## src/hw/rtl/bncn_pkg.sv

```systemverilog
`timescale 1ns / 1ps
// ----------------------------------------------------------------------------
// bncn_pkg
// Shared widths and types of the batch-norm channel normaliser.
// ----------------------------------------------------------------------------
package bncn_pkg;

  localparam int MAX_CHANNELS = 64;
  localparam int DATA_WIDTH   = 24;
  localparam int CH_W         = $clog2(MAX_CHANNELS);
  localparam int CNT_W        = 7;
  localparam int FRAC_W       = 12;
  // Difference and variance sum each grow by one bit.
  localparam int S_W          = DATA_WIDTH + 1;
  // Square-root operand (sum shifted by the fraction) padded to an even width.
  localparam int RAD_W        = S_W + FRAC_W;
  localparam int R_W          = (RAD_W + 1) / 2;
  localparam int X_W          = 2 * R_W;
  localparam int RS_W         = R_W + 2;
  // Dividend: magnitude shifted by the fraction plus half the divisor.
  localparam int N_W          = S_W + FRAC_W;
  localparam int DR_W         = R_W + 1;

  // Input beat layout: channel, mean, variance and sample from the lowest bit up,
  // padded to whole bytes.
  localparam int MEAN_LSB     = CH_W;
  localparam int VAR_LSB      = MEAN_LSB + DATA_WIDTH;
  localparam int SMP_LSB      = VAR_LSB + DATA_WIDTH;
  localparam int IN_W         = ((SMP_LSB + DATA_WIDTH + 7) / 8) * 8;

  localparam int IDX_W        = 1;
  localparam logic [IDX_W-1:0] REG_CHANNEL_COUNT = 1'd0;
  localparam logic [IDX_W-1:0] REG_EPSILON       = 1'd1;

  localparam logic STATUS_OK    = 1'b0;
  localparam logic STATUS_RANGE = 1'b1;

  localparam logic FUNC_LOAD = 1'b0;
  localparam logic FUNC_NORM = 1'b1;

  typedef struct packed {
    logic           valid;
    logic           err;
    logic           neg;
    logic [S_W-1:0] mag;
  } bncn_side_t;

endpackage

```

## src/hw/rtl/bncn_div.sv

```systemverilog
`timescale 1ns / 1ps
// ----------------------------------------------------------------------------
// bncn_div
// Rounded pipelined restoring divider, one quotient bit per stage.
// ----------------------------------------------------------------------------
module bncn_div import bncn_pkg::*; (
  input  logic           clk,
  input  logic           rst,
  input  logic           en,
  input  logic [R_W-1:0] root,
  input  bncn_side_t     side_in,
  output logic [N_W-1:0] quot,
  output logic [R_W-1:0] divisor,
  output bncn_side_t     side_out
);

  logic [N_W-1:0]  num [N_W+1];
  logic [DR_W-1:0] rem [N_W+1];
  logic [N_W-1:0]  q   [N_W+1];
  logic [R_W-1:0]  dv  [N_W+1];
  bncn_side_t      sd  [N_W+1];

  // Adding half the divisor to the dividend gives round to nearest, ties up.
  always_ff @(posedge clk) begin
    if (rst) begin
      sd[0].valid <= 1'b0;
    end else if (en) begin
      sd[0].valid <= side_in.valid;
    end
    if (en) begin
      sd[0].err <= side_in.err;
      sd[0].neg <= side_in.neg;
      sd[0].mag <= side_in.mag;
      num[0]    <= {side_in.mag, {FRAC_W{1'b0}}} + N_W'(root >> 1);
      dv[0]     <= root;
    end
  end

  assign rem[0] = '0;
  assign q[0]   = '0;

  for (genvar i = 0; i < N_W; i++) begin : g_stage
    logic [DR_W-1:0] rem_sh;
    logic            take;

    always_comb begin
      rem_sh = {rem[i][DR_W-2:0], num[i][N_W-1]};
      take   = rem_sh >= {1'b0, dv[i]};
    end

    always_ff @(posedge clk) begin
      if (rst) begin
        sd[i+1].valid <= 1'b0;
      end else if (en) begin
        sd[i+1].valid <= sd[i].valid;
      end
      if (en) begin
        sd[i+1].err <= sd[i].err;
        sd[i+1].neg <= sd[i].neg;
        sd[i+1].mag <= sd[i].mag;
        dv[i+1]     <= dv[i];
        num[i+1]    <= {num[i][N_W-2:0], 1'b0};
        rem[i+1]    <= take ? rem_sh - {1'b0, dv[i]} : rem_sh;
        q[i+1]      <= {q[i][N_W-2:0], take};
      end
    end
  end

  assign quot     = q[N_W];
  assign divisor  = dv[N_W];
  assign side_out = sd[N_W];

endmodule

```

## config.mk

```make
export PLATFORM = sky130hd
export DESIGN_NAME = bncn_div
export DESIGN_NICKNAME = d
export VERILOG_FILES = /design/src/hw/rtl/bncn_pkg.sv /design/src/hw/rtl/bncn_div.sv
export SDC_FILE = /design/constraint.sdc
export NUM_CORES = 2
export LEC_CHECK = 0
export ABC_CLOCK_PERIOD_IN_PS = 3200
export BUFFER_PORTS_ARGS = -buffer_cell sky130_fd_sc_hd__buf_2
export CAP_MARGIN = 25
export CORE_UTILIZATION = 45
export CTS_CLUSTER_DIAMETER = 80
export CTS_CLUSTER_SIZE = 14
export DETAILED_ROUTE_END_ITERATION = 10
export PLACE_DENSITY_LB_ADDON = 0.15
export SLEW_MARGIN = 20
export SYNTH_ARGS = -nofsm -noshare
export SYNTH_HDL_FRONTEND = slang
export SYNTH_SLANG_ARGS = --single-unit
```

## constraint.sdc

```tcl
create_clock -name clk -period 3.2 [get_ports clk]
set_input_delay 0.64 -clock clk [delete_from_list [all_inputs] [get_ports clk]]
set_output_delay 0.64 -clock clk [all_outputs]
set_load 0.01 [all_outputs]
```

==> run metrics <==
Die Y=574 um; leak pwr=64.4 nW; syn_nets=10.4k; Final min period=3.31 ns; fraction of the mapped netlist area in compound gates=7.74%; post-synth top area cell=edfxtp_1; Worst-Margin Slew=0.873 ns; Final period util=103%; Crit Path Category=reg -> reg; DR iter-0 viols=4822; placed cells=14.4k; failing checks=negative setup slack; crit path cell chain=inv_2, ha_4, fa_2, nor2b_4, o31a_1, o41ai_2, buf_4, o221ai_4, a21oi_2, o21ai_2, o211ai_1, a21o_2, clkbuf_16, buf_8, mux2_4; Async SR Flop Fraction=0%; post-synthesis xor/xnor area fraction=3.14%; number of max-cap violations=0; Crit path largest cell delay=0.38 ns; routed vias=77.1k; Overall Global Routing Usage=16.2%; clk_skew=0.0339 ns; core area=0.325 mm^2; RSZ-0062 raised after global routing=yes; clk_lat worst skew=0.93 ns; M1 wire length=122000 um; syn avg cell area=15.3 um^2; Critical Path Fanout Max=4; peak supply drop=0.000443 V; wire length of the first global-routing pass=427000 um; antenna violations before repair=3; Hold Fails Final Rpt=0; Netlist cell types=96; share of cells above drive strength 1=16.5%; I/O pin count=134; CP Capture Type=flop; Remaining Overflow, GRT=0; total clock sinks=3498; die area=0.329 mm^2; Synth Instances=9599; crit path buf inv count=4; Layout Nets=11.3k; hold crit path type=in -> reg; mapped cell area=0.147 mm^2; die width=574 um; max-slew violation total from the final report=0; DR vias/cell=5.17; DR top layer=met4; Clock transition at path regs=0.06 ns; share of the synthesized area in the top cell type=71.4%; Critical Path AT=3.98 ns; Port Buf Inserts=133; TritonCTS clock tree=built; commonest non-fill, non-tap cell in the layout=edfxtp_1; htree depth=5; final core occ=52.0%; footprint of the multi-input gates=0.0394 mm^2; Adder-Cell Fraction of Synth Area=6.38%; critical path startpoint category=flop; Register Area=0.105 mm^2; setup ws final=-0.107 ns; Area after DPL=0.157 mm^2; dominant synthesized flop cell=edfxtp_1; outcome=complete, but fails checks; most frequent cells in the layout=3498 x edfxtp_1, 833 x inv_1, 664 x ha_1; FILL cells=26.4k; RD Place Congestion=0.880; Pwr Total=152 mW; Fmax=302 MHz; largest net degree at the start of global routing=139; dpl hpwl=189000 um; Synthesis Warnings=0; Rel. slew slack=41.3%; CP required=3.87 ns; Post-Route WL=275000 um; final setup violation count=33; drt pass-1 iters=7; post-synthesis simple-gate area fraction=5.48%; Clock Root Buffer=clkbuf_16; main combinational cell family by area after synthesis=compound AO/OA/AOI/OAI gates; Post-synth EDFFs=3498; detailed-route DRC error count=0; routed len/inst=18.5 um; Yosys reg bits=3498; CTS Buf Count=295; mux share of post-synthesis cell area=2.88%; Area contributors post-synth=edfxtp_1 71%, ha_1 5.9%, mux2_2 2.6%; Max stage delay cell, worst path=edfxtp_1; Rows=209; PwrDens=902 mW/mm^2; post-synthesis sequential area ratio=71.4%; antenna viol nets, final=0; DR WL met3=8710 um; Final Non-Filler Cells=14.9k; CP top delay family=compound AO/OA/AOI/OAI gates; Area Growth Syn to Fin=14.7%; initial core utilization=45.3%; Max clock buf depth=4; DR WL met2=134000 um; vias in the first global route=78.0k; fin area=0.169 mm^2
[Yosys cell counts, types with 10 or more instances]
cell type,number
xor2_1,180
o21a_1,117
nand2b_1,90
o21ai_0,399
a21boi_0,27
inv_1,846
nand4_1,97
nor2b_1,110
a211oi_1,65
buf_4,92
o21bai_1,53
and3_1,65
or3_1,36
o31a_1,19
edfxtp_1,3498
nand2_1,403
xnor2_1,347
mux2_2,334
a21oi_1,508
o41ai_1,11
buf_2,44
fa_1,36
and4_1,10
o2111ai_1,16
or2_2,27
o211ai_1,32
a31oi_1,60
nor4_1,36
a21o_1,239
nand3_1,96
o21ai_1,24
mux2i_1,42
nand3b_1,16
o31ai_1,50
and2_1,72
nor3_1,112
nor2_1,452
a211o_1,16
ha_1,692
clkbuf_1,54
o2111a_1,10
[worst register-to-register path, delay by kind of cell, from the launching register on]
family                     cells  cell delay [ns]
DFF                            1             0.38
adders and majority gates      2             0.39
AOI/OAI and AO/OA              7             1.42
and+or+nand+nor                1             0.05
muxes                          1             0.29
buffers and inverters          4             0.57
[area by class of cell]
class / instances / share of cell area, %
Antenna cell: 1 / 0.00148
Multi-Input combinational cell: 5058 / 23.3
Tap cell: 4325 / 3.21
Inverter: 848 / 1.89
Timing Repair Buffer: 825 / 4.45
Clock buffer: 305 / 4.44
Sequential cell: 3498 / 62.3
Clock inverter: 48 / 0.392
[routing by layer]
layer	global-route usage (%)	up-vias
met5	0	-
li1	-	37620
met2	27.7	1160
met1	21.1	37809
met4	5.90	0
met3	2.22	545
[registers in the layout, indices dropped and copies added (netlist names)]
name,flops
sd,1064
dv,722
g_stage.rem_sh,684
q,666
num,325
quot,37
[cells by family (layout without fill, tap and decap cells)]
| family | after synthesis | after routing |
|---|---|---|
| muxes | 380 | 380 |
| xor gates and xnor gates | 527 | 527 |
| other | 0 | 1 |
| and+or+nand+nor | 1653 | 1653 |
| buffers and inverters | 1043 | 2026 |
| DFF | 3498 | 3498 |
| AOI/OAI and AO/OA | 1770 | 1770 |
| adders and majority gates | 728 | 728 |
[where the power goes]
group	switching, mW	internal, mW	total (mW)
clock	15.6	17.2	32.8
sequential	4.21	60.7	64.9
combinational	27.5	26.9	54.4
[through the flow]
stage	setup WS, ns	hold WS (ns)	setup TNS, ns
2_1_floorplan	0.0263	0.400	0
3_3_place_gp	-0.375	0.400	-13.55
3_5_place_dp	-0.308	0.405	-18.78
4_1_cts	-0.0672	0.00130	-0.753
5_1_grt	-0.212	0.0140	-11.49
6_report	-0.107	0.0687	-1.86
[final timing paths]
kind              cells past startpoint                              to                  start  slack, ns
setup / recovery                     15  g_stage[3].rem_sh[6]$_DFFE_PP_  num[0][110]$_DFFE_PP_      -0.11
hold / removal                        1             sd[0][17]$_DFFE_PP_            side_in[17]       0.07
setup reg to reg                     15  g_stage[3].rem_sh[6]$_DFFE_PP_  num[0][110]$_DFFE_PP_      -0.11
hold reg to reg                       0             sd[1][52]$_DFFE_PP_    sd[1][24]$_DFFE_PP_       0.40
[what timing repair did]
action,4_1_cts,5_1_grt
hold buffers,43,0
pin swaps,30,104
endpoints found under the setup margin,279,518
buffers inserted,23,94
endpoints found under the hold margin,47,0
cloned,10,15
gates resized for setup,95,355
(Power assumes the default switching activity.)
