**src/hw/rtl/bncn_pkg.sv**
```systemverilog
`timescale 1ns / 1ps
// ----------------------------------------------------------------------------
// bncn_pkg
// Shared widths and types of the batch-norm channel normaliser.
// ----------------------------------------------------------------------------
package bncn_pkg;

  localparam int MAX_CHANNELS = 64;
  localparam int DATA_WIDTH   = 24;
  localparam int CH_W         = $clog2(MAX_CHANNELS);
  localparam int CNT_W        = 7;
  localparam int FRAC_W       = 12;
  // Difference and variance sum each grow by one bit.
  localparam int S_W          = DATA_WIDTH + 1;
  // Square-root operand (sum shifted by the fraction) padded to an even width.
  localparam int RAD_W        = S_W + FRAC_W;
  localparam int R_W          = (RAD_W + 1) / 2;
  localparam int X_W          = 2 * R_W;
  localparam int RS_W         = R_W + 2;
  // Dividend: magnitude shifted by the fraction plus half the divisor.
  localparam int N_W          = S_W + FRAC_W;
  localparam int DR_W         = R_W + 1;

  // Input beat layout: channel, mean, variance and sample from the lowest bit up,
  // padded to whole bytes.
  localparam int MEAN_LSB     = CH_W;
  localparam int VAR_LSB      = MEAN_LSB + DATA_WIDTH;
  localparam int SMP_LSB      = VAR_LSB + DATA_WIDTH;
  localparam int IN_W         = ((SMP_LSB + DATA_WIDTH + 7) / 8) * 8;

  localparam int IDX_W        = 1;
  localparam logic [IDX_W-1:0] REG_CHANNEL_COUNT = 1'd0;
  localparam logic [IDX_W-1:0] REG_EPSILON       = 1'd1;

  localparam logic STATUS_OK    = 1'b0;
  localparam logic STATUS_RANGE = 1'b1;

  localparam logic FUNC_LOAD = 1'b0;
  localparam logic FUNC_NORM = 1'b1;

  typedef struct packed {
    logic           valid;
    logic           err;
    logic           neg;
    logic [S_W-1:0] mag;
  } bncn_side_t;

endpackage

```
**src/hw/rtl/bncn_sqrt.sv**
```systemverilog
`timescale 1ns / 1ps
// ----------------------------------------------------------------------------
// bncn_sqrt
// Pipelined digit-by-digit integer square root, one result bit per stage.
// ----------------------------------------------------------------------------
module bncn_sqrt import bncn_pkg::*; (
  input  logic           clk,
  input  logic           rst,
  input  logic           en,
  input  logic [X_W-1:0] rad,
  input  bncn_side_t     side_in,
  output logic [R_W-1:0] root,
  output bncn_side_t     side_out
);

  logic [X_W-1:0]  xs  [R_W+1];
  logic [RS_W-1:0] rem [R_W+1];
  logic [R_W-1:0]  res [R_W+1];
  bncn_side_t      sd  [R_W+1];

  assign xs[0]  = rad;
  assign rem[0] = '0;
  assign res[0] = '0;
  assign sd[0]  = side_in;

  for (genvar i = 0; i < R_W; i++) begin : g_stage
    logic [RS_W-1:0] rem_sh;
    logic [RS_W-1:0] trial;
    logic            take;

    always_comb begin
      rem_sh = {rem[i][RS_W-3:0], xs[i][X_W-1:X_W-2]};
      trial  = {res[i], 2'b01};
      take   = rem_sh >= trial;
    end

    always_ff @(posedge clk) begin
      if (rst) begin
        sd[i+1].valid <= 1'b0;
      end else if (en) begin
        sd[i+1].valid <= sd[i].valid;
      end
      if (en) begin
        sd[i+1].err <= sd[i].err;
        sd[i+1].neg <= sd[i].neg;
        sd[i+1].mag <= sd[i].mag;
        xs[i+1]     <= {xs[i][X_W-3:0], 2'b00};
        rem[i+1]    <= take ? rem_sh - trial : rem_sh;
        res[i+1]    <= {res[i][R_W-2:0], take};
      end
    end
  end

  assign root     = res[R_W];
  assign side_out = sd[R_W];

endmodule

```
**config.mk**
```make
export PLATFORM = sky130hd
export DESIGN_NAME = bncn_sqrt
export DESIGN_NICKNAME = d
export VERILOG_FILES = /design/src/hw/rtl/bncn_pkg.sv /design/src/hw/rtl/bncn_sqrt.sv
export SDC_FILE = /design/constraint.sdc
export NUM_CORES = 1
export LEC_CHECK = 0
export BUFFER_PORTS_ARGS = -buffer_cell sky130_fd_sc_hd__buf_2
export CAP_MARGIN = 25
export CORE_AREA = 2 2 340 342
export DETAILED_ROUTE_END_ITERATION = 7
export DIE_AREA = 0 0 342 344
export PLACE_DENSITY = 0.79
export SLEW_MARGIN = 20
export SYNTH_ARGS = -nofsm -noshare
export SYNTH_HDL_FRONTEND = slang
export SYNTH_SLANG_ARGS = --single-unit
```
**constraint.sdc**
```tcl
create_clock -name clk -period 2.8 [get_ports clk]
set_input_delay 0.56 -clock clk [delete_from_list [all_inputs] [get_ports clk]]
set_output_delay 0.56 -clock clk [all_outputs]
set_load 0.005 [all_outputs]
```
==> results of run 1 <==
sequential cells by signal (all words and copies together), names as in the netlist:
register and flops:
xs 306, sd 504, g_stage.trial 171, root 19, g_stage.rem_sh 356, side_out 28
synthesized netlist by cell type (21+ instances only):
library cell / number / area (sq um)
nor4_1: 37 / 231.5
edfxtp_1: 1365 / 40990
o31ai_1: 21 / 157.7
nand2_1: 186 / 698.2
a211oi_1: 23 / 172.7
inv_1: 261 / 979.7
nand2b_1: 39 / 244.0
nor2b_1: 23 / 143.9
buf_4: 28 / 210.2
mux2i_1: 27 / 270.3
mux2_2: 35 / 394.1
or3_1: 32 / 200.2
xor2_1: 109 / 954.7
nand4_1: 21 / 131.4
o21a_1: 52 / 390.4
nor2_1: 193 / 724.4
nand3_1: 45 / 225.2
xnor2_1: 126 / 1104
ha_1: 210 / 2628
o21ai_0: 145 / 725.7
a21o_1: 52 / 390.4
clkbuf_1: 33 / 123.9
a21oi_1: 163 / 815.8
nor3_1: 70 / 350.3
layer usage:
| layer | vias to the layer above | wire, microns | global-route usage (%) |
|---|---|---|---|
| met5 | - | 0 | 0 |
| met4 | 0 | 4082 | 7.730 |
| met3 | 280 | 3001 | 2.838 |
| met2 | 613 | 46130 | 27.43 |
| met1 | 13850 | 33620 | 15.86 |
| li1 | 14150 | - | - |
worst paths after layout:
check	start	to	slack, ns
max	g_stage[12].rem_sh[2]	g_stage[13].rem_sh[20]	0.05
min	side_in[22]	sd[526]	0.05
max reg2reg	g_stage[12].rem_sh[2]	g_stage[13].rem_sh[20]	0.05
min reg2reg	xs[411]	xs[375]	0.41
logic make-up (layout without fill, tap and decap cells):
kind of cell | count (synthesis) | after routing | synth area share [%]
muxes | 62 | 62 | 1.196
xor gates and xnor gates | 235 | 235 | 3.706
adders and majority gates | 210 | 210 | 4.731
other | 1 | 3 | 0.006751
and+or+nand+nor | 737 | 737 | 6.585
AOI/OAI and AO/OA | 585 | 585 | 6.772
buffers and inverters | 340 | 856 | 2.523
DFF | 1384 | 1384 | 74.48
worst max-delay path, cell delays in order, from the launching register on:
cell and delay (ns):
edfxtp_1 0.41, ha_1 0.38, o21a_1 0.18, o2bb2ai_1 0.13, o311a_1 0.35, o2111a_2 0.33, a2111oi_4 0.29, buf_4 0.18
nand3b_1 0.10, xnor2_1 0.14
final cells by class:
class	count	area (sq um)	share of cell area [%]
Tap cell	1512	1892	2.927
Sequential cell	1384	41370	64.00
Timing Repair Buffer	338	2848	4.406
Antenna cell	2	5.005	0.007743
Inverter	266	1001	1.549
Multi-Input combinational cell	1830	13030	20.16
Clock inverter	84	775.7	1.200
Clock buffer	168	3715	5.747
what timing repair did:
item | CTS | global route
resized for setup | 5 | 54
cloned | 0 | 0
setup endpoints to repair | 18 | 113
hold endpoints to repair | 63 | 0
buffers inserted | 0 | 3
pin swaps | 1 | 4
hold buffers | 63 | 0
metrics by stage:
stage	setup WS, ns	cells
after global routing	-0.04343	5582
after global placement	0.02267	5263
final	0.04666	5584
after CTS	0.003746	5579
after detailed placement	-0.02280	5264
after floorplan	0.08320	3554
cell usage in the layout (no fill, tap or decap), types with 27 or more instances in the layout:
cell / n
or3_1: 32
mux2_2: 35
a21oi_1: 161
xor2_1: 109
a21o_1: 52
nor4_1: 34
clkbuf_16: 145
nand2_1: 186
o21ai_0: 136
buf_12: 35
mux2i_1: 27
xnor2_1: 126
buf_2: 114
o21a_1: 52
nand2b_1: 39
nor2_1: 193
nand3_1: 45
edfxtp_1: 1365
buf_4: 126
nor3_1: 67
ha_1: 200
inv_1: 261
clkinv_1: 37
dlygate4sd3_1: 63
power by group:
part           internal (mW)  switching (mW)  leakage, nW
combinational           2.96            3.51         8.69
clock                   10.4            7.57         2.18
sequential              25.2           0.884         13.3
total                   38.6            12.0         24.2
==> run metrics, run 1 <==
peak clock frequency supported by timing 363.2 MHz; Residual DRC 0; number of synthesized flops with an enable pin 1,365; Post-Route Utilization 56.76%; measured slew at the worst slew-check pin between 0.7 and 0.8 ns; CP endpoint kind register; worst endpoint required time ~3.3 ns; clk_skew roughly 0.018 ns; H-tree lvl count 4; worst ir drop on vdd 0.6691 mV; top-level port count 116; power per cell area just under 800 mW/mm^2; Remaining Overflow, GRT 0; layout cells sized above 1 between 10% and 20%; number of placement rows around 120; number of failing setup endpoints in the final timing report 0; endpoint arrival time on the critical path 3.23 ns; Clock Sink Count 1,384; register clock-pin slew on the reported worst setup and hold paths 0.06 ns; TritonCTS clock tree done; half-perimeter wire length of the detailed placement result 57,220 microns; post-detailed-placement cell area between 0.05 and 0.06 sq mm; number of antenna violations at the first check in global routing 0; wire length of the first global-routing pass 141,100 microns; Filler Cell Count 8,609; CTS buffer count around 140; number of port buffers 115; number of distinct standard cells referenced by the synthesized netlist 85; share of the yosys chip area belonging to registers between 70% and 80%; wire length after detailed routing 86,830 microns; starting utilization of the core area 48.77%; pin count of the biggest net entering global routing 106; flop and latch count out of synthesis 1,384; buffer depth of the longest clock path 3; die area about 0.12 sq mm; width of the die around 340 microns; max-capacitance violation count 0; violation count after the first detailed-routing iteration 1,793; outcome completed; final hold vios 0; r2r worst-path depth 9; CORE AREA 0.1139 sq mm; count of TritonRoute iterations in the first routing pass 6; setup repair after global routing missed its margin true; vias in the first global route 29,330; area growth from synthesis to final layout 16.37%; summed instance area of the synthesized netlist between 0.05 and 0.06 sq mm; final non-filler cell area approximately 0.065 sq mm; type of the setup path with the least slack reg2reg; top flip-flop cell by instance count after synthesis edfxtp_1; Vias/cell between 5 and 6; number of nets produced by synthesis 3,833; total leakage power 24.22 nW; weighted congestion at the end of routability-driven global placement 0.9435; GRT Total Usage 14.75%; height of the die 344 microns; relative slew slack 51.60%; Avg Cell Area, Syn ~16 sq um; post-layout net count 4,241; Root Buffer clkbuf_16; warning count from the yosys run 0; Fin Setup TNS 0 ns; Final Slew Violations 0; Post-DRT Antenna Nets 0; clock latency on the worst-skew pair 0.74 ns; depth of the worst hold-timing path 1; worst min path class in2reg; final hold slack 0.05482 ns; final period demand of the worst path 2.753 ns; Wirelength per Cell about 16 microns; via count 28,900; Async S/R FF share, synth 0%; sum of internal, switching and leakage power 50.55 mW; Post-Syn Instances 3,554; critical path peak fanout 4; critical path launch point type register; final worst-path cycle share around 98%
Power figures use the tool's default switching activity.
==> inputs of run 2 (changes only) <==
--- a/config.mk
+++ b/config.mk
@@ -5,12 +5,12 @@
 export SDC_FILE = /design/constraint.sdc
 export NUM_CORES = 1
 export LEC_CHECK = 0
-export BUFFER_PORTS_ARGS = -buffer_cell sky130_fd_sc_hd__buf_2
 export CAP_MARGIN = 25
 export CORE_AREA = 2 2 340 342
 export DETAILED_ROUTE_END_ITERATION = 7
 export DIE_AREA = 0 0 342 344
-export PLACE_DENSITY = 0.79
+export DONT_BUFFER_PORTS = 1
+export PLACE_DENSITY = 0.78
 export SLEW_MARGIN = 20
 export SYNTH_ARGS = -nofsm -noshare
 export SYNTH_HDL_FRONTEND = slang
==> run 2 against run 1 <==
  * Sequential cell count did not move
  * Critical endpoint is now g_stage[17].rem_sh[20]
  * Hold slack better by 0.35 ns
  * First-iteration DRC count fell by 6.4%
  * Routed wire length grew 1.1%
  * Critical path depth did not move
  * Sequential power hardly changed
  * Largest power group unchanged
  * Clock power about the same
  * Fmax is 0.95% higher
  * Clock skew up 0.0021 ns
  * Critical path type unchanged
==> run metrics, run 2 (same netlist as run 1, synthesis figures left out) <==
outcome completed; buffer depth of the longest clock path 3; cells traversed along the worst timing path ha_1 -> buf_4 -> a21oi_2 -> o21ai_1 -> o41ai_2 -> nand3_4 -> buf_6 -> a221o_1 -> a21o_1; total leakage power 23.76 nW; final hold vios 0; measured slew at the worst slew-check pin 0.9891 ns; number of antenna violations at the first check in global routing 0; worst endpoint required time 3.28 ns; setup repair after global routing missed its margin true; Residual DRC 0; highest-count cells in the layout ignoring fill and taps edfxtp_1, inv_1, ha_1; height of the die roughly 340 microns; Worst path top cell family by delay compound AO/OA/AOI/OAI gates; Worst Setup Slack post-DPL -0.05177 ns; Final Slew Violations 0; critical path launch point type register; number of failing setup endpoints in the final timing report 0; CORE AREA 0.1139 sq mm; worst ir drop on vdd 0.6635 mV; most crowded layer after global routing met2; worst-case setup margin in the final layout 0.07261 ns; CTS buffer count 142; starting utilization of the core area just under 50%; half-perimeter wire length of the detailed placement result 54,180 microns; antenna diode count 0; Vias/cell between 5 and 6; layout cells sized above 1 12.11%; worst min path class reg2reg; global routing met1 resource utilization between 10% and 20%; Post-Route Utilization 56.21%; number of buffers and inverters on the critical path 2; Global Route met3 Usage 3.042%; wire length of the first global-routing pass 139,100 microns; number of flip-flops in the largest register between 500 and 600; power per cell area 788.3 mW/mm^2; peak clock frequency supported by timing 366.7 MHz; type of the setup path with the least slack reg2reg; register clock-pin slew on the reported worst setup and hold paths about 0.06 ns; final non-filler cell area 0.06402 sq mm; die area 0.1176 sq mm; count of TritonRoute iterations in the first routing pass 5; most common cell after layout, fill and taps aside edfxtp_1; Remaining Overflow, GRT 0; via count around 28,000; Post-DRT Antenna Nets 0; TritonCTS clock tree done; Most flops, register sd; Root Buffer clkbuf_16; GRT Total Usage 14.68%; CP max-delay cell o41ai_2; pin count of the biggest net entering global routing 1,385; clk_skew slightly below 0.02 ns; violation count after the first detailed-routing iteration between 1,500 and 2,000; post-detailed-placement cell area a little under 0.06 sq mm; final hold slack 0.4000 ns; number of port buffers 0; vias in the first global route 28,690; top-level port count between 100 and 150; Fin Setup TNS 0 ns; weighted congestion at the end of routability-driven global placement approximately 0.89; critical path peak fanout 5; endpoint arrival time on the critical path between 3 and 4 ns; H-tree lvl count 4; routing usage on met2 roughly 27%; post-layout net count 4,141; wire length after detailed routing 87,740 microns; number of placement rows 124; CP endpoint kind register; area growth from synthesis to final layout 15.25%; biggest cell delay along the critical path just under 0.5 ns; Clock Sink Count 1,384; final period demand of the worst path 2.727 ns; Wirelength per Cell approximately 16 microns; final worst-path cycle share 97.41%; relative slew slack 34.06%; width of the die 342 microns; clock latency on the worst-skew pair 0.74 ns; max-capacitance violation count 0; Filler Cell Count 8,778
[run 2: changes by cell type in the layout (fill, tap and decap cells not counted), sizes merged]
cell	previous run	this run
dlygate4sd3	63	69
clkinvlp	5	6
clkbuf	168	179
bufinv	10	8
inv	268	271
buf	275	165
diode	2	0
clkinv	67	53
[run 2: metrics by stage]
step	power, mW	instances
floorplan	30.51	3554
global placement	32.17	5140
detailed placement	32.42	5140
CTS	50.46	5455
global route	52.80	5477
finish	50.46	5477
[run 2: worst paths after layout]
path,endpoint,slack (ns),cells after the start,start
min,xs[376],0.40,0,xs[412]
max reg2reg,g_stage[17].rem_sh[20],0.07,9,g_stage[16].rem_sh[9]
min reg2reg,xs[376],0.40,0,xs[412]
max,g_stage[17].rem_sh[20],0.07,9,g_stage[16].rem_sh[9]
[run 2: area by class of cell]
type / count / area [sq um] / area share [%]
sequential: 1384 / 41370 / 64.62
clock buffer: 175 / 3741 / 5.844
clock inverter: 72 / 651.9 / 1.018
tap: 1512 / 1892 / 2.955
timing repair buffer: 238 / 2256 / 3.524
multi-input combinational: 1830 / 13100 / 20.47
inverter: 266 / 1003 / 1.568
[run 2: report_power, final]
part	internal (mW)	total [mW]	switching, mW	leakage, nW
sequential	25.2	26.1	0.891	13.3
combinational	2.99	6.56	3.58	8.29
clock	10.3	17.8	7.56	2.12
total	38.4	50.5	12.0	23.8
[run 2: routing by layer]
metal  vias to the layer above  share of wire [%]
met5                         -                  0
li1                      13940                  -
met1                     13580                 38
met4                         0                4.8
met3                       245                3.6
met2                       512                 53
[run 2: repair_timing]
action	4_1_cts	5_1_grt
gates resized for setup	4	70
hold buffers	68	1
endpoints found under the setup margin	9	440
endpoints found under the hold margin	85	20
pin swaps	0	13
setup buffers	0	9
gates cloned	0	4
